===== config.mk =====
export PLATFORM = sky130hd
export DESIGN_NAME = playfair_encryptor_unit
export DESIGN_NICKNAME = d
export VERILOG_FILES = /design/src/hw/rtl/pfe_pkg.sv /design/src/hw/rtl/pfe_ram.sv /design/src/hw/rtl/pfe_front.sv /design/src/hw/rtl/pfe_fifo.sv /design/src/hw/rtl/pfe_back.sv /design/src/hw/rtl/playfair_encryptor_unit.sv
export VERILOG_INCLUDE_DIRS = /design/src /design/src/hw/rtl
export SDC_FILE = /design/constraint.sdc
export NUM_CORES = 1
export LEC_CHECK = 0
export BUFFER_PORTS_ARGS = -buffer_cell sky130_fd_sc_hd__buf_4
export CAP_MARGIN = 20
export CORE_ASPECT_RATIO = 1.1
export CORE_MARGIN = 2
export CORE_UTILIZATION = 62
export CTS_BUF_LIST = sky130_fd_sc_hd__clkbuf_4 sky130_fd_sc_hd__clkbuf_8
export CTS_CLUSTER_DIAMETER = 100
export DETAILED_ROUTE_END_ITERATION = 7
export GPL_TIMING_DRIVEN = 0
export HOLD_SLACK_MARGIN = 0.06
export PLACE_DENSITY_LB_ADDON = 0.1
export SYNTH_ARGS = -nofsm -noshare
export SYNTH_HDL_FRONTEND = slang
export SYNTH_SLANG_ARGS = --single-unit

===== constraint.sdc =====
create_clock -name clk -period 8.2 [get_ports clk]
set_input_delay 1.64 -clock clk [delete_from_list [all_inputs] [get_ports clk]]
set_output_delay 1.64 -clock clk [all_outputs]
set_load 0.05 [all_outputs]

===== src/hw/rtl/playfair_encryptor_unit_defines.svh =====
// assertion macros shared by the playfair encryptor rtl
// expects a clock named clk and an active-low reset named arst_n in scope
`ifndef PLAYFAIR_ENCRYPTOR_UNIT_DEFINES_SVH
`define PLAYFAIR_ENCRYPTOR_UNIT_DEFINES_SVH

// same-cycle implication
`define PFE_ASSERT_IMP(label, ante, cons, msg) \
	label: assert property (@(posedge clk) disable iff (!arst_n) (ante) |-> (cons)) \
		else $error(msg);

// next-cycle implication
`define PFE_ASSERT_NXT(label, ante, cons, msg) \
	label: assert property (@(posedge clk) disable iff (!arst_n) (ante) |=> (cons)) \
		else $error(msg);

`endif


===== src/hw/rtl/pfe_pkg.sv =====
// shared types, constants and square arithmetic for the playfair encryptor
// no dependencies
package pfe_pkg;

	localparam int LETTERS    = 26;
	localparam int CELLS      = 25;
	localparam int SIDE       = 5;
	localparam int LETTER_W   = 5;
	localparam int CELL_W     = 5;
	localparam int FIFO_DEPTH = 2;
	localparam int FIFO_PTR_W = (FIFO_DEPTH > 1) ? $clog2(FIFO_DEPTH) : 1;
	localparam int FIFO_CNT_W = $clog2(FIFO_DEPTH + 1);

	localparam logic [LETTER_W-1:0] LETTER_I    = LETTER_W'(8);
	localparam logic [LETTER_W-1:0] LETTER_J    = LETTER_W'(9);
	localparam logic [LETTER_W-1:0] LETTER_X    = LETTER_W'(23);
	localparam logic [LETTER_W-1:0] LETTER_LAST = LETTER_W'(LETTERS - 1);

	localparam logic [1:0] FUNC_KEY    = 2'd0;
	localparam logic [1:0] FUNC_FINISH = 2'd1;
	localparam logic [1:0] FUNC_TEXT   = 2'd2;
	localparam logic [1:0] FUNC_END    = 2'd3;

	typedef enum logic [1:0] {
		OP_KEY,
		OP_FINISH,
		OP_PAIR
	} op_t;

	typedef struct packed {
		op_t                 op;
		logic                restart;
		logic [LETTER_W-1:0] a;
		logic [LETTER_W-1:0] b;
	} cmd_t;

	typedef struct packed {
		logic full;
		logic empty;
	} fifo_stat_t;

	function automatic logic [LETTER_W-1:0] fold_j(input logic [LETTER_W-1:0] l);
		return (l == LETTER_J) ? LETTER_I : l;
	endfunction

	function automatic logic [CELL_W-1:0] cell_at(input logic [2:0] row, input logic [2:0] col);
		return CELL_W'(row) * CELL_W'(SIDE) + CELL_W'(col);
	endfunction

	function automatic logic [2:0] cell_row(input logic [CELL_W-1:0] p);
		logic [2:0] r;
		if (p >= CELL_W'(4 * SIDE)) r = 3'd4;
		else if (p >= CELL_W'(3 * SIDE)) r = 3'd3;
		else if (p >= CELL_W'(2 * SIDE)) r = 3'd2;
		else if (p >= CELL_W'(SIDE)) r = 3'd1;
		else r = 3'd0;
		return r;
	endfunction

	function automatic logic [2:0] cell_col(input logic [CELL_W-1:0] p);
		logic [CELL_W-1:0] d;
		d = p - cell_at(cell_row(p), 3'd0);
		return d[2:0];
	endfunction

	function automatic logic [2:0] step_wrap(input logic [2:0] x);
		return (x == 3'(SIDE - 1)) ? 3'd0 : x + 3'd1;
	endfunction

endpackage


===== src/hw/rtl/pfe_ram.sv =====
// generic ram, one write port and two registered read ports
// no dependencies
module pfe_ram #(
	parameter int WIDTH = 5,
	parameter int DEPTH = 26,
	localparam int AW = (DEPTH > 1) ? $clog2(DEPTH) : 1
) (
	input  logic             clk,
	input  logic             we,
	input  logic [AW-1:0]    waddr,
	input  logic [WIDTH-1:0] wdata,
	input  logic [AW-1:0]    raddr_a,
	input  logic [AW-1:0]    raddr_b,
	output logic [WIDTH-1:0] rdata_a,
	output logic [WIDTH-1:0] rdata_b
);

	logic [WIDTH-1:0] mem_q [DEPTH];
	logic [WIDTH-1:0] rdata_a_q;
	logic [WIDTH-1:0] rdata_b_q;

	always_ff @(posedge clk) begin
		if (we) begin
			mem_q[waddr] <= wdata;
		end
		rdata_a_q <= mem_q[raddr_a];
		rdata_b_q <= mem_q[raddr_b];
	end

	assign rdata_a = rdata_a_q;
	assign rdata_b = rdata_b_q;

endmodule


===== src/hw/rtl/pfe_front.sv =====
// front end: accepts requests, tracks square completion and open pair
// depends on pfe_pkg
module pfe_front (
	input  logic                         clk,
	input  logic                         arst_n,
	input  logic                         req_valid,
	output logic                         req_stall,
	input  logic [1:0]                   func,
	input  logic [pfe_pkg::LETTER_W-1:0] letter,
	input  pfe_pkg::fifo_stat_t          stat,
	output logic                         push,
	output pfe_pkg::cmd_t                cmd
);

	logic                         complete_q;
	logic                         pend_valid_q;
	logic [pfe_pkg::LETTER_W-1:0] pend_q;
	logic                         accept;
	logic                         in_range;
	logic                         need_push;

	assign req_stall = stat.full;
	assign accept    = req_valid && !stat.full;
	assign in_range  = letter <= pfe_pkg::LETTER_LAST;
	assign push      = accept && need_push;

	always_comb begin
		need_push   = 1'b0;
		cmd.op      = pfe_pkg::OP_KEY;
		cmd.restart = complete_q;
		cmd.a       = pfe_pkg::fold_j(letter);
		cmd.b       = pfe_pkg::LETTER_X;
		case (func)
			pfe_pkg::FUNC_KEY: begin
				need_push = in_range;
			end
			pfe_pkg::FUNC_FINISH: begin
				need_push = !complete_q;
				cmd.op    = pfe_pkg::OP_FINISH;
			end
			pfe_pkg::FUNC_TEXT: begin
				need_push = complete_q && in_range && pend_valid_q;
				cmd.op    = pfe_pkg::OP_PAIR;
				cmd.a     = pfe_pkg::fold_j(pend_q);
				cmd.b     = (pend_q == letter) ? pfe_pkg::LETTER_X : pfe_pkg::fold_j(letter);
			end
			pfe_pkg::FUNC_END: begin
				need_push = complete_q && pend_valid_q;
				cmd.op    = pfe_pkg::OP_PAIR;
				cmd.a     = pfe_pkg::fold_j(pend_q);
			end
			default: begin
				need_push = 1'b0;
			end
		endcase
	end

	always_ff @(posedge clk or negedge arst_n) begin
		if (!arst_n) begin
			complete_q   <= 1'b0;
			pend_valid_q <= 1'b0;
		end else if (accept) begin
			case (func)
				pfe_pkg::FUNC_KEY: begin
					if (in_range && complete_q) begin
						complete_q   <= 1'b0;
						pend_valid_q <= 1'b0;
					end
				end
				pfe_pkg::FUNC_FINISH: begin
					complete_q <= 1'b1;
				end
				pfe_pkg::FUNC_TEXT: begin
					if (complete_q && in_range) begin
						if (!pend_valid_q) begin
							pend_valid_q <= 1'b1;
						end else if (pend_q != letter) begin
							pend_valid_q <= 1'b0;
						end
					end
				end
				pfe_pkg::FUNC_END: begin
					if (complete_q) begin
						pend_valid_q <= 1'b0;
					end
				end
				default: begin
					complete_q <= complete_q;
				end
			endcase
		end
	end

	// open letter payload
	always_ff @(posedge clk) begin
		if (accept && func == pfe_pkg::FUNC_TEXT && complete_q && in_range && !pend_valid_q) begin
			pend_q <= letter;
		end
	end

endmodule


===== src/hw/rtl/pfe_fifo.sv =====
// short command queue between front and back
// depends on pfe_pkg
module pfe_fifo (
	input  logic                clk,
	input  logic                arst_n,
	input  logic                push,
	input  pfe_pkg::cmd_t       wdata,
	input  logic                pop,
	output pfe_pkg::cmd_t       rdata,
	output pfe_pkg::fifo_stat_t stat
);

	pfe_pkg::cmd_t                  mem_q [pfe_pkg::FIFO_DEPTH];
	logic [pfe_pkg::FIFO_PTR_W-1:0] wr_ptr_q;
	logic [pfe_pkg::FIFO_PTR_W-1:0] rd_ptr_q;
	logic [pfe_pkg::FIFO_CNT_W-1:0] count_q;

	function automatic logic [pfe_pkg::FIFO_PTR_W-1:0] next_ptr(
		input logic [pfe_pkg::FIFO_PTR_W-1:0] p
	);
		return (p == pfe_pkg::FIFO_PTR_W'(pfe_pkg::FIFO_DEPTH - 1)) ? '0 : p + 1'b1;
	endfunction

	assign rdata      = mem_q[rd_ptr_q];
	assign stat.full  = count_q == pfe_pkg::FIFO_CNT_W'(pfe_pkg::FIFO_DEPTH);
	assign stat.empty = count_q == '0;

	always_ff @(posedge clk or negedge arst_n) begin
		if (!arst_n) begin
			wr_ptr_q <= '0;
			rd_ptr_q <= '0;
			count_q  <= '0;
		end else begin
			if (push) begin
				wr_ptr_q <= next_ptr(wr_ptr_q);
			end
			if (pop) begin
				rd_ptr_q <= next_ptr(rd_ptr_q);
			end
			case ({push, pop})
				2'b10:   count_q <= count_q + 1'b1;
				2'b01:   count_q <= count_q - 1'b1;
				default: count_q <= count_q;
			endcase
		end
	end

	always_ff @(posedge clk) begin
		if (push) begin
			mem_q[wr_ptr_q] <= wdata;
		end
	end

endmodule


===== src/hw/rtl/pfe_back.sv =====
// back end: key schedule, square memories, digraph encryption, result register
// depends on pfe_pkg, pfe_ram and playfair_encryptor_unit_defines.svh
`include "playfair_encryptor_unit_defines.svh"

module pfe_back (
	input  logic                         clk,
	input  logic                         arst_n,
	input  pfe_pkg::cmd_t                head,
	input  pfe_pkg::fifo_stat_t          stat,
	output logic                         pop,
	output logic                         rsp_valid,
	input  logic                         rsp_stall,
	output logic [pfe_pkg::LETTER_W-1:0] cipher_letter,
	output logic                         last_of_pair
);

	typedef enum logic [2:0] {
		ST_IDLE,
		ST_FILL,
		ST_LOOKUP,
		ST_OUT1,
		ST_OUT2
	} state_t;

	state_t                       state_q;
	logic [pfe_pkg::LETTERS-1:0]  used_q;
	logic [pfe_pkg::CELL_W-1:0]   cursor_q;
	logic [pfe_pkg::LETTER_W-1:0] sweep_q;
	logic [pfe_pkg::CELL_W-1:0]   ea_q;
	logic [pfe_pkg::CELL_W-1:0]   eb_q;
	logic                         rsp_valid_q;
	logic [pfe_pkg::LETTER_W-1:0] cipher_q;
	logic                         last_q;

	logic                         out_free;
	logic                         is_key;
	logic                         restart;
	logic [pfe_pkg::LETTER_W-1:0] place_letter;
	logic                         used_bit;
	logic                         room;
	logic                         wr_en;
	logic [pfe_pkg::CELL_W-1:0]   wr_cell;
	logic [pfe_pkg::CELL_W-1:0]   pa;
	logic [pfe_pkg::CELL_W-1:0]   pb;
	logic [pfe_pkg::CELL_W-1:0]   ea;
	logic [pfe_pkg::CELL_W-1:0]   eb;
	logic [pfe_pkg::CELL_W-1:0]   sq_raddr_a;
	logic [pfe_pkg::CELL_W-1:0]   sq_raddr_b;
	logic [pfe_pkg::LETTER_W-1:0] sq_rd_a;
	logic [pfe_pkg::LETTER_W-1:0] sq_rd_b;
	logic [2:0]                   ra;
	logic [2:0]                   ca;
	logic [2:0]                   rb;
	logic [2:0]                   cb;

	assign pop      = (state_q == ST_IDLE) && !stat.empty;
	assign out_free = !rsp_valid_q || !rsp_stall;
	assign is_key   = pop && head.op == pfe_pkg::OP_KEY;
	assign restart  = is_key && head.restart;

	// key placement and finish sweep share one write path
	assign place_letter = (state_q == ST_FILL) ? sweep_q : head.a;
	assign used_bit     = used_q[place_letter];
	assign room         = cursor_q < pfe_pkg::CELL_W'(pfe_pkg::CELLS);
	assign wr_cell      = restart ? '0 : cursor_q;

	always_comb begin
		wr_en = 1'b0;
		if (is_key) begin
			wr_en = restart || (!used_bit && room);
		end else if (state_q == ST_FILL) begin
			wr_en = (sweep_q != pfe_pkg::LETTER_J) && !used_bit && room;
		end
	end

	pfe_ram #(
		.WIDTH (pfe_pkg::CELL_W),
		.DEPTH (pfe_pkg::LETTERS)
	) u_pos_ram (
		.clk     (clk),
		.we      (wr_en),
		.waddr   (place_letter),
		.wdata   (wr_cell),
		.raddr_a (head.a),
		.raddr_b (head.b),
		.rdata_a (pa),
		.rdata_b (pb)
	);

	// row, column or rectangle rule
	always_comb begin
		ra = pfe_pkg::cell_row(pa);
		ca = pfe_pkg::cell_col(pa);
		rb = pfe_pkg::cell_row(pb);
		cb = pfe_pkg::cell_col(pb);
		if (ra == rb) begin
			ea = pfe_pkg::cell_at(ra, pfe_pkg::step_wrap(ca));
			eb = pfe_pkg::cell_at(rb, pfe_pkg::step_wrap(cb));
		end else if (ca == cb) begin
			ea = pfe_pkg::cell_at(pfe_pkg::step_wrap(ra), ca);
			eb = pfe_pkg::cell_at(pfe_pkg::step_wrap(rb), cb);
		end else begin
			ea = pfe_pkg::cell_at(ra, cb);
			eb = pfe_pkg::cell_at(rb, ca);
		end
	end

	assign sq_raddr_a = (state_q == ST_LOOKUP) ? ea : ea_q;
	assign sq_raddr_b = (state_q == ST_LOOKUP) ? eb : eb_q;

	pfe_ram #(
		.WIDTH (pfe_pkg::LETTER_W),
		.DEPTH (pfe_pkg::CELLS)
	) u_square_ram (
		.clk     (clk),
		.we      (wr_en),
		.waddr   (wr_cell),
		.wdata   (place_letter),
		.raddr_a (sq_raddr_a),
		.raddr_b (sq_raddr_b),
		.rdata_a (sq_rd_a),
		.rdata_b (sq_rd_b)
	);

	always_ff @(posedge clk or negedge arst_n) begin
		if (!arst_n) begin
			state_q     <= ST_IDLE;
			used_q      <= '0;
			cursor_q    <= '0;
			sweep_q     <= '0;
			rsp_valid_q <= 1'b0;
		end else begin
			if (rsp_valid_q && !rsp_stall) begin
				rsp_valid_q <= 1'b0;
			end
			case (state_q)
				ST_IDLE: begin
					if (pop) begin
						case (head.op)
							pfe_pkg::OP_KEY: begin
								if (restart) begin
									used_q   <= '0;
									cursor_q <= '0;
								end
							end
							pfe_pkg::OP_FINISH: begin
								sweep_q <= '0;
								state_q <= ST_FILL;
							end
							pfe_pkg::OP_PAIR: begin
								state_q <= ST_LOOKUP;
							end
							default: begin
								state_q <= ST_IDLE;
							end
						endcase
					end
				end
				ST_FILL: begin
					sweep_q <= sweep_q + 1'b1;
					if (sweep_q == pfe_pkg::LETTER_LAST) begin
						state_q <= ST_IDLE;
					end
				end
				ST_LOOKUP: begin
					state_q <= ST_OUT1;
				end
				ST_OUT1: begin
					if (out_free) begin
						rsp_valid_q <= 1'b1;
						state_q     <= ST_OUT2;
					end
				end
				ST_OUT2: begin
					if (out_free) begin
						rsp_valid_q <= 1'b1;
						state_q     <= ST_IDLE;
					end
				end
				default: begin
					state_q <= ST_IDLE;
				end
			endcase
			if (wr_en) begin
				used_q[place_letter] <= 1'b1;
				cursor_q             <= wr_cell + 1'b1;
			end
		end
	end

	// payload registers
	always_ff @(posedge clk) begin
		if (state_q == ST_LOOKUP) begin
			ea_q <= ea;
			eb_q <= eb;
		end
		if (state_q == ST_OUT1 && out_free) begin
			cipher_q <= sq_rd_a;
			last_q   <= 1'b0;
		end
		if (state_q == ST_OUT2 && out_free) begin
			cipher_q <= sq_rd_b;
			last_q   <= 1'b1;
		end
	end

	assign rsp_valid     = rsp_valid_q;
	assign cipher_letter = cipher_q;
	assign last_of_pair  = last_q;

	`PFE_ASSERT_IMP(a_cursor_counts_used, 1'b1, cursor_q == pfe_pkg::CELL_W'($countones(used_q)), "fill cursor out of step with used letters")
	`PFE_ASSERT_NXT(a_finish_fills_square, state_q == ST_FILL && sweep_q == pfe_pkg::LETTER_LAST, cursor_q == pfe_pkg::CELL_W'(pfe_pkg::CELLS), "square not full after finish")
	`PFE_ASSERT_IMP(a_first_then_second, rsp_valid_q && !last_q, state_q == ST_OUT2, "first cipher letter without second pending")
	`PFE_ASSERT_IMP(a_no_j_out, rsp_valid_q, cipher_q != pfe_pkg::LETTER_J, "cipher letter J produced")

endmodule


===== src/hw/rtl/playfair_encryptor_unit.sv =====
// playfair encryptor top level: front end, command queue, back end
// depends on pfe_pkg, pfe_front, pfe_fifo, pfe_back
//
// request channel (req_valid / req_stall) carries func and letter: key letters,
// finish, plaintext letters and end of message. result channel (rsp_valid /
// rsp_stall) carries cipher_letter and last_of_pair, two results per digraph.
// a key letter is placed as it leaves the queue. a finish sweeps the alphabet
// once, writing the unused letters other than J into the square.
// a digraph passes through queue, position lookup, square lookup and result
// register after the request that closes it. the back end takes no new command
// until the second letter of a digraph is in the result register, since the two
// memory reads depend on each other and a single result register serves both.
// plaintext before the square is complete is dropped with no result.
// reset empties the queue, clears the square state and any open pair; the
// square memories keep no reset and are rewritten by the next key.
// a stalled result holds; the back end waits and the two-entry queue
// absorbs requests until full, then req_stall rises.
module playfair_encryptor_unit (
	input  logic                         clk,
	input  logic                         arst_n,
	input  logic                         req_valid,
	output logic                         req_stall,
	input  logic [1:0]                   func,
	input  logic [pfe_pkg::LETTER_W-1:0] letter,
	output logic                         rsp_valid,
	input  logic                         rsp_stall,
	output logic [pfe_pkg::LETTER_W-1:0] cipher_letter,
	output logic                         last_of_pair
);

	pfe_pkg::fifo_stat_t stat;
	pfe_pkg::cmd_t       push_cmd;
	pfe_pkg::cmd_t       head;
	logic                push;
	logic                pop;

	pfe_front u_front (
		.clk       (clk),
		.arst_n    (arst_n),
		.req_valid (req_valid),
		.req_stall (req_stall),
		.func      (func),
		.letter    (letter),
		.stat      (stat),
		.push      (push),
		.cmd       (push_cmd)
	);

	pfe_fifo u_fifo (
		.clk    (clk),
		.arst_n (arst_n),
		.push   (push),
		.wdata  (push_cmd),
		.pop    (pop),
		.rdata  (head),
		.stat   (stat)
	);

	pfe_back u_back (
		.clk           (clk),
		.arst_n        (arst_n),
		.head          (head),
		.stat          (stat),
		.pop           (pop),
		.rsp_valid     (rsp_valid),
		.rsp_stall     (rsp_stall),
		.cipher_letter (cipher_letter),
		.last_of_pair  (last_of_pair)
	);

endmodule

; Yosys cells after proc, flatten, opt, wreduce, memory -nomap -nowiden
; Memories as Yosys holds them, arrays and structs flattened. A register that Yosys moved wholly into a read port is not among the register bits.
; Index checks and enable logic that the tools add are counted.
[classes]
n_div = 0
n_reduce_logical = 47
magnitude_cmp = 12
bitwise_logic = 1
shifts = 0
n_mul = 4
n_mux = 70
n_eq_ne = 33
n_addsub = 18
[op_table]
columns = cell, count
row1 = $mux 26, 5
row2 = $mux 5, 21
row3 = $mux 3, 14
row4 = $add 5x3->5, 6
row5 = $or 26x26->26, 1
row6 = $ge 5x4->1 const B, 4
row7 = $mul 3x3->5 const B, 4
row8 = $mux 1, 20
row9 = $logic_and 1x1->1, 19
row10 = $eq 3x3->1 const B, 5
row11 = $pmux 3 s5, 1
row12 = $reduce_bool 2->1, 7
row13 = $add 3x1->3 const B, 4
row14 = $ne 2x1->1 const B, 6
row15 = $add 5x1->5 const B, 2
row16 = $eq 2x2->1 const B, 5
row17 = $eq 5x4->1 const B, 2
row18 = $ge 5x3->1 const B, 2
row19 = $ge 5x5->1 const B, 2
row20 = $pmux 5 s2, 1
row21 = $reduce_and 5->1, 2
row22 = $pmux 3 s3, 1
row23 = $reduce_and 3->1, 3
row24 = $pmux 2 s2, 2
row25 = other kinds (28), 46
[totals]
mem_count = 3
output_inout_bits = 8
ramBits = 281
romBits = 0
latchBits = 0
in_bits = 11
regBits = 67
[mem_list]
columns = memory, words, width, rd, rd_ports_with_merged_regs, wr, line_no
row1 = u_back.u_pos_ram.mem_q, 26, 5, 2, 2, 1, pfe_ram.sv:18  ; logic [WIDTH-1:0] mem_q [DEPTH];
row2 = u_back.u_square_ram.mem_q, 25, 5, 2, 2, 1, pfe_ram.sv:18
row3 = u_fifo.mem_q, 2, 13, 1, 0, 1, pfe_fifo.sv:13  ; pfe_pkg::cmd_t mem_q [pfe_pkg::FIFO_DEPTH];

; Logic depth before layout (Yosys ltp)
[depth]
ltp_word = 12
mapped_depth = 24

; Hierarchy
; A second synthesis with hierarchy kept.
[unflattened]
cells_unflattened = 1415
area_unflattened_um2 = 18859.3
[modules_own_cells]
columns = mod, n_inst, cells_each, area_each_um2
row1 = pfe_ram at u_back.u_pos_ram, 1, 412, 6497.5
row2 = pfe_ram at u_back.u_square_ram, 1, 372, 6223.5
row3 = pfe_back, 1, 524, 4498.1
row4 = pfe_fifo, 1, 56, 1124.8
row5 = pfe_front, 1, 51, 515.5

; Least setup slack after synthesis
; OpenSTA, ideal clock, no wires.
[synth_path]
path_kind = reg2reg
start = register u_back.u_pos_ram.rdata_a_q[3] (netlist: u_back.u_pos_ram.rdata_a[3]), read port of u_back.u_pos_ram.mem_q
end = register u_back.u_square_ram.rdata_a_q[3] (netlist: u_back.u_square_ram.rdata_a[3]), read port of u_back.u_square_ram.mem_q
path_buffers = 2
period_less_slack_ns = 4.713
setup_ns = 0.064
arrival_time_ns = 4.649
slack_ns = 3.487
path_stages_with_launch = 23
cell_sequence = dfxtp_1 or3b_1 a21oi_1 or2_1 buf_2 ha_1 inv_1 fa_1 nor3_2 or2_1 clkbuf_1 mux2_2 ha_1 nand2_1 o41ai_1 xnor2_1 nor2_1 o31a_1 inv_1 or3b_1 a21oi_1 a22oi_1 nand4_1
[synth_via]
elab_chain_len = 12
word_cells_on_any_way = 25
cone_classes = add/sub (6) / mul (2) / order compare (4) / eq/ne (4) / mux (9)
[synth_rtl]
columns = element, line_no
row1 = from (decl), pfe_ram.sv:19  ; logic [WIDTH-1:0] rdata_a_q;
row2 = $ge 5x3->1, pfe_pkg.sv:55  ; else if (p >= CELL_W'(SIDE)) r = 3'd1;
row3 = $mux 1, pfe_pkg.sv:55
row4 = $mux 3, pfe_pkg.sv:54  ; else if (p >= CELL_W'(2 * SIDE)) r = 3'd2;
row5 = $mux 3, pfe_pkg.sv:53  ; else if (p >= CELL_W'(3 * SIDE)) r = 3'd3;
row6 = $mux 3 (*), pfe_pkg.sv:52  ; if (p >= CELL_W'(4 * SIDE)) r = 3'd4;
row7 = $mul 3x3->5 (tied with other cells), pfe_pkg.sv:47  ; return CELL_W'(row) * CELL_W'(SIDE) + CELL_W'(col);
row8 = $sub 3x3->3 or $mux 3 (tied branches), "pfe_pkg.sv:62, pfe_pkg.sv:67"
row9 = $add 3x1->3 (tied with other cells), pfe_pkg.sv:67  ; return (x == 3'(SIDE - 1)) ? 3'd0 : x + 3'd1;
row10 = $mux 3 or $add 5x3->5 (tied branches), "pfe_pkg.sv:67, pfe_pkg.sv:47"
row11 = $add 5x3->5 or $mux 5 (tied branches), "pfe_pkg.sv:47, pfe_back.sv:99"
row12 = $mux 5 (*), pfe_back.sv:96  ; if (ra == rb) begin
row13 = $mux 5 (*), --
row14 = named net u_back.sq_raddr_a (one bit), pfe_back.sv:47  ; logic [pfe_pkg::CELL_W-1:0] sq_raddr_a;
row15 = to (decl), pfe_ram.sv:19
; The timed path passes the listed nets; every way through them passes the cells marked *.
; A chain may end at the register's enable or synchronous reset.

; Final worst setup path
[layout_path]
start = register u_back.u_pos_ram.rdata_a_q[1] (netlist: u_back.u_pos_ram.rdata_a[1]), read port of u_back.u_pos_ram.mem_q
end = register u_back.u_square_ram.rdata_a_q[4] (netlist: u_back.u_square_ram.rdata_a[4]), read port of u_back.u_square_ram.mem_q
[layout_via]
elab_chain_len = 12
word_cells_on_any_way = 25
cone_classes = add/sub (6) / mul (2) / order compare (4) / eq/ne (4) / mux (9)
[layout_rtl]
columns = element, line_no
row1 = $ge 5x3->1, pfe_pkg.sv:55
row2 = $mux 1, pfe_pkg.sv:55
row3 = $mux 3, pfe_pkg.sv:54
row4 = $mux 3, pfe_pkg.sv:53
row5 = $mux 3, pfe_pkg.sv:52
row6 = $mul 3x3->5 (tied with other cells), pfe_pkg.sv:47
row7 = $sub 3x3->3 or $mux 3 (tied branches), "pfe_pkg.sv:62, pfe_pkg.sv:67"
row8 = $add 3x1->3 (tied with other cells), pfe_pkg.sv:67
row9 = $mux 3 or $add 5x3->5 (tied branches), "pfe_pkg.sv:67, pfe_pkg.sv:47"
row10 = $add 5x3->5 or $mux 5 (tied branches), "pfe_pkg.sv:47, pfe_back.sv:99"
row11 = $mux 5 (*), pfe_back.sv:96
row12 = $mux 5 (*), --
row13 = named net u_back.sq_raddr_a (one bit), pfe_back.sv:47
; Marks and branches as above.

==> flow_summary.html <==
<table>
<tr><th>Metric</th><th>Value</th></tr>
<tr><th colspan="2">Run status</th></tr>
<tr><td>Outcome</td><td>finished, final reports clean</td></tr>
<tr><th colspan="2">Clock tree</th></tr>
<tr><td>Number of resized instances in the post-cts repair step</td><td>0</td></tr>
<tr><td>Root buffer cell</td><td>sky130_fd_sc_hd__clkbuf_8</td></tr>
<tr><td>Bufs on Longest Clock Path</td><td>3</td></tr>
<tr><td>CTS Buf Count</td><td>56</td></tr>
<tr><td>Later-pin clock latency in the skew report</td><td>0.64 ns</td></tr>
<tr><td>Clock slew seen by the registers of the worst setup and hold paths</td><td>0.06 ns</td></tr>
<tr><td>Cts hold-fix bufs</td><td>0</td></tr>
<tr><td>Clk sinks</td><td>368</td></tr>
<tr><td># H-tree levels</td><td>2</td></tr>
<tr><td>Post-CTS Setup Inserts</td><td>0</td></tr>
<tr><td>Clock tree from TritonCTS</td><td>done</td></tr>
<tr><th colspan="2">Timing</th></tr>
<tr><td>Max Clock Freq</td><td>171 MHz</td></tr>
<tr><td>Pins over their slew limit</td><td>0</td></tr>
<tr><td>Relative slew margins</td><td>0.272</td></tr>
<tr><td>Worst clock skew</td><td>0.0388 ns</td></tr>
<tr><td>Final worst path period need</td><td>5.85 ns</td></tr>
<tr><td>Period utilisation layout</td><td>0.714</td></tr>
<tr><td>Final number of hold-violating endpoints</td><td>0</td></tr>
<tr><td>Total Negative Setup Slacks</td><td>0 ns</td></tr>
<tr><td>Unrepaired setup endpoints after global routing</td><td>false</td></tr>
<tr><td>Final setup violation count</td><td>0</td></tr>
<tr><td>Transition time of the tightest slew-check pin</td><td>1.08 ns</td></tr>
<tr><th colspan="2">Layout</th></tr>
<tr><td>Fraction of final layout cells sized beyond drive strength 1</td><td>0.151</td></tr>
<tr><td>Net count, final</td><td>1744</td></tr>
<tr><td>Ant diodes</td><td>0</td></tr>
<tr><td>Design Area, Final</td><td>20600 sq um</td></tr>
<tr><td>Area growth syn-to-layout</td><td>10.1%</td></tr>
<tr><th colspan="2">Worst setup path</th></tr>
<tr><td>R2r setup slk</td><td>2.35 ns</td></tr>
<tr><td>Reg-to-Reg Start</td><td>u_back.u_pos_ram.rdata_a[1]</td></tr>
<tr><td>Required time of the critical path</td><td>8.77 ns</td></tr>
<tr><td>Last element of the critical path</td><td>u_back.u_square_ram.rdata_a[4]</td></tr>
<tr><td>Worst-path fanout max</td><td>8</td></tr>
<tr><td>CP Data Arrival Time</td><td>6.42 ns</td></tr>
<tr><td>Crit start category</td><td>register</td></tr>
<tr><td>Setup Crit Path Kind</td><td>register to register</td></tr>
<tr><td>Start point of the critical path</td><td>u_back.u_pos_ram.rdata_a[1]</td></tr>
<tr><td>R2R Path End</td><td>u_back.u_square_ram.rdata_a[4]</td></tr>
<tr><td>R2R depth</td><td>19</td></tr>
<tr><td>Critical path endpoint category</td><td>register</td></tr>
<tr><th colspan="2">Hold path</th></tr>
<tr><td>Worst hold path stage count</td><td>2</td></tr>
<tr><td>Min-delay worst type</td><td>register to register</td></tr>
<tr><th colspan="2">Routing</th></tr>
<tr><td>Total number of vias</td><td>13600</td></tr>
<tr><td>Number of remaining DRC errors</td><td>0</td></tr>
<tr><td>Antenna viol nets, final</td><td>0</td></tr>
<tr><td>Wire length per cell</td><td>23.6 microns</td></tr>
<tr><td>Via density per instance</td><td>6.46</td></tr>
<tr><td>Routed Wire Length</td><td>49600 microns</td></tr>
<tr><td>Length of the first detailed-routing pass in iterations</td><td>6</td></tr>
<tr><td>Number of DRC markers in iteration 0</td><td>1198</td></tr>
<tr><th colspan="2">Logic synthesis</th></tr>
<tr><td>Post-synth design cell area</td><td>18800 sq um</td></tr>
<tr><td>Synth Area in Compound Gates</td><td>0.117</td></tr>
<tr><td>Sequential fraction of the synthesis area</td><td>0.560</td></tr>
<tr><td>Xor and xnor area share after synthesis</td><td>0.0149</td></tr>
<tr><td>Synth async-reset ratio</td><td>0.125</td></tr>
<tr><td>#FFs+latches synth</td><td>368</td></tr>
<tr><td>Mean post-synth cell area</td><td>11.7 sq um</td></tr>
<tr><td>Post-Synthesis Cells</td><td>1602</td></tr>
<tr><td>Number of warnings reported in the yosys synthesis log</td><td>0</td></tr>
<tr><td>Net count after synthesis</td><td>1662</td></tr>
<tr><td>Basic-gate share of the synthesized area counting and, or, nand and nor cells</td><td>0.138</td></tr>
<tr><td>Post-synthesis mux area share</td><td>0.103</td></tr>
<tr><td>Arithmetic-cell share of the synthesized area counting full adders, half adders and majority gates</td><td>0.0359</td></tr>
<tr><td>Largest family of logic cells by synthesized area</td><td>simple AND/OR/NAND/NOR gates</td></tr>
<tr><td>Number of enable-type register cells in the synthesized netlist</td><td>291</td></tr>
<tr><td>Post-synth cell types</td><td>87</td></tr>
<tr><td>Main flop type after synthesis</td><td>sky130_fd_sc_hd__edfxtp_1</td></tr>
<tr><th colspan="2">Run</th></tr>
<tr><td>Number of max-cap violations</td><td>0</td></tr>
<tr><th colspan="2">Floorplanning</th></tr>
<tr><td>Std-Cell Core Area</td><td>29600 sq um</td></tr>
<tr><td>Number of rows in the core area</td><td>66</td></tr>
<tr><td>Area enclosed by the die boundary</td><td>31700 sq um</td></tr>
<tr><td>Width of the chip</td><td>170 microns</td></tr>
<tr><td>Io pins</td><td>19</td></tr>
<tr><td>Initial Utilization</td><td>0.633</td></tr>
<tr><td>Vertical die dimension</td><td>186 microns</td></tr>
<tr><th colspan="2">Global routing</th></tr>
<tr><td>Total routing usage reported by global routing</td><td>0.317</td></tr>
<tr><td>Vias in the first global route</td><td>13600</td></tr>
<tr><td>GR Overflow Total</td><td>0</td></tr>
<tr><td>Number of antenna violations at the first check in global routing</td><td>0</td></tr>
<tr><td>First-pass GRT wire length</td><td>76400 microns</td></tr>
<tr><td>Pin count of the biggest net entering global routing</td><td>47</td></tr>
<tr><th colspan="2">Placement</th></tr>
<tr><td>Total of buffers placed on input and output ports</td><td>18</td></tr>
<tr><td>HPWL reported at the end of detailed placement</td><td>35800 microns</td></tr>
<tr><td>Area post-placement</td><td>19400 sq um</td></tr>
<tr><td>Global placement routability congestion</td><td>0.983</td></tr>
</table>
metal layers:
metal,up-vias,share of wire,track usage
li1,6172,-,-
met1,6702,0.38,0.392
met2,551,0.51,0.550
met3,168,0.058,0.0452
met4,0,0.054,0.153
met5,-,0,0
through the flow:
stage / setup slack [ns] / util / instances / hold slack, ns
6_report: 2.35 / 0.696 / 2103 / 0.474
2_1_floorplan: 3.49 / - / 1602 / 0.445
5_1_grt: 1.81 / 0.696 / 2103 / 0.508
3_5_place_dp: 2.42 / 0.654 / 1997 / 0.468
4_1_cts: 2.43 / 0.695 / 2100 / 0.482
3_3_place_gp: 2.48 / 0.653 / 1994 / 0.455
sequential cells by signal, summed over array words and instances, names as in the netlist, 26 cells and up:
name and cells:
u_back.u_pos_ram.mem_q 130, u_back.u_square_ram.mem_q 125, u_back.used_q 26, u_fifo.mem_q 26
layout make-up:
cell class | count | area, sq um
clock inverters | 25 | 230
fillers | 2189 | 9000
flip-flops and latches | 368 | 10500
multi-input cells | 1100 | 7670
plain buffers | 85 | 390
well taps | 374 | 468
inverters | 49 | 184
clock buffers | 78 | 992
repair buffers | 24 | 198
synth_stat cells, types with 7 or more instances:
cell type	number	area [sq um]
sky130_fd_sc_hd__mux2_2	25	282
sky130_fd_sc_hd__a31oi_1	13	81.3
sky130_fd_sc_hd__o211ai_1	11	82.6
sky130_fd_sc_hd__nand3_1	53	265
sky130_fd_sc_hd__a22oi_1	25	188
sky130_fd_sc_hd__dfxtp_1	31	621
sky130_fd_sc_hd__o21ai_1	8	40.0
sky130_fd_sc_hd__mux2i_1	31	310
sky130_fd_sc_hd__dfrtp_1	46	1150
sky130_fd_sc_hd__inv_1	46	173
sky130_fd_sc_hd__buf_4	8	60.1
sky130_fd_sc_hd__buf_1	7	26.3
sky130_fd_sc_hd__nand4_1	13	81.3
sky130_fd_sc_hd__nand2_1	318	1190
sky130_fd_sc_hd__nand2b_1	7	43.8
sky130_fd_sc_hd__a32oi_1	12	105
sky130_fd_sc_hd__and3_1	23	144
sky130_fd_sc_hd__edfxtp_1	291	8740
sky130_fd_sc_hd__ha_1	41	513
sky130_fd_sc_hd__a311oi_1	22	193
sky130_fd_sc_hd__clkbuf_1	49	184
sky130_fd_sc_hd__buf_2	18	90.1
sky130_fd_sc_hd__nor2_1	92	345
sky130_fd_sc_hd__xor2_1	15	131
sky130_fd_sc_hd__xnor2_1	17	149
sky130_fd_sc_hd__nor2b_1	7	43.8
sky130_fd_sc_hd__nor3_1	19	95.1
sky130_fd_sc_hd__fa_1	8	160
sky130_fd_sc_hd__and2_1	12	75.1
sky130_fd_sc_hd__a21oi_1	84	420
sky130_fd_sc_hd__o21ai_0	63	315
sky130_fd_sc_hd__or3_1	7	43.8
sky130_fd_sc_hd__mux4_2	56	1260
cell families after synthesis:
group,after synthesis
AND/OR/NAND/NOR,581
flip-flops,368
AO/OA/AOI/OAI,323
buffers and inverters,134
multiplexers,115
adder cells (fa/ha/maj),49
XOR/XNOR,32
layout by cell type, fill, tap and decap left out, types with 8 or more instances in the layout:
cell type | netlist | layout
sky130_fd_sc_hd__nand2_1 | 318 | 318
sky130_fd_sc_hd__edfxtp_1 | 291 | 291
sky130_fd_sc_hd__nor2_1 | 92 | 92
sky130_fd_sc_hd__a21oi_1 | 84 | 84
sky130_fd_sc_hd__clkbuf_8 | 0 | 65
sky130_fd_sc_hd__o21ai_0 | 63 | 63
sky130_fd_sc_hd__mux4_2 | 56 | 56
sky130_fd_sc_hd__nand3_1 | 53 | 53
sky130_fd_sc_hd__clkbuf_1 | 49 | 49
sky130_fd_sc_hd__inv_1 | 46 | 46
sky130_fd_sc_hd__dfrtp_1 | 46 | 46
sky130_fd_sc_hd__ha_1 | 41 | 41
sky130_fd_sc_hd__mux2i_1 | 31 | 31
sky130_fd_sc_hd__dfxtp_1 | 31 | 31
sky130_fd_sc_hd__buf_4 | 8 | 30
sky130_fd_sc_hd__mux2_2 | 25 | 25
sky130_fd_sc_hd__a22oi_1 | 25 | 25
sky130_fd_sc_hd__and3_1 | 23 | 23
sky130_fd_sc_hd__a311oi_1 | 22 | 22
sky130_fd_sc_hd__buf_2 | 18 | 19
sky130_fd_sc_hd__nor3_1 | 19 | 19
sky130_fd_sc_hd__xnor2_1 | 17 | 17
sky130_fd_sc_hd__xor2_1 | 15 | 15
sky130_fd_sc_hd__clkbuf_4 | 1 | 14
sky130_fd_sc_hd__a31oi_1 | 13 | 13
sky130_fd_sc_hd__nand4_1 | 13 | 13
sky130_fd_sc_hd__and2_1 | 12 | 12
sky130_fd_sc_hd__a32oi_1 | 12 | 12
sky130_fd_sc_hd__clkinv_2 | 0 | 12
sky130_fd_sc_hd__o211ai_1 | 11 | 11
sky130_fd_sc_hd__o21ai_1 | 8 | 8
sky130_fd_sc_hd__fa_1 | 8 | 8
worst max-delay path, cell delays in order (launching register included):
cell	delay [ns]
sky130_fd_sc_hd__dfxtp_1	0.45
sky130_fd_sc_hd__nor2_1	0.10
sky130_fd_sc_hd__o22ai_1	0.77
sky130_fd_sc_hd__inv_1	0.22
sky130_fd_sc_hd__fa_1	0.53
sky130_fd_sc_hd__nor3_2	0.48
sky130_fd_sc_hd__or2_1	0.17
sky130_fd_sc_hd__clkbuf_1	0.27
sky130_fd_sc_hd__ha_1	0.32
sky130_fd_sc_hd__ha_1	0.30
sky130_fd_sc_hd__a21o_1	0.15
sky130_fd_sc_hd__a21oi_1	0.17
sky130_fd_sc_hd__xnor2_1	0.10
sky130_fd_sc_hd__o21ai_0	0.13
sky130_fd_sc_hd__o211ai_2	0.16
sky130_fd_sc_hd__a31oi_4	0.33
sky130_fd_sc_hd__nand3_1	0.26
sky130_fd_sc_hd__a221oi_1	0.59
sky130_fd_sc_hd__a21oi_1	0.17
sky130_fd_sc_hd__nand4_1	0.14
worst min-delay path by stage:
stage / startpoint / to
finish: u_back.used_q[9] / u_back.used_q[9]
global route: u_back.last_of_pair / u_back.last_of_pair
CTS: u_back.used_q[9] / u_back.used_q[9]
detailed placement: u_back.used_q[23] / u_back.used_q[23]
global placement: u_back.last_of_pair / u_back.last_of_pair
floorplan: u_back.used_q[10] / u_back.used_q[10]
Power is left out: the tool's default activity adds up to more than one toggle a clock period on the data nets, which glitch-free logic cannot reach.
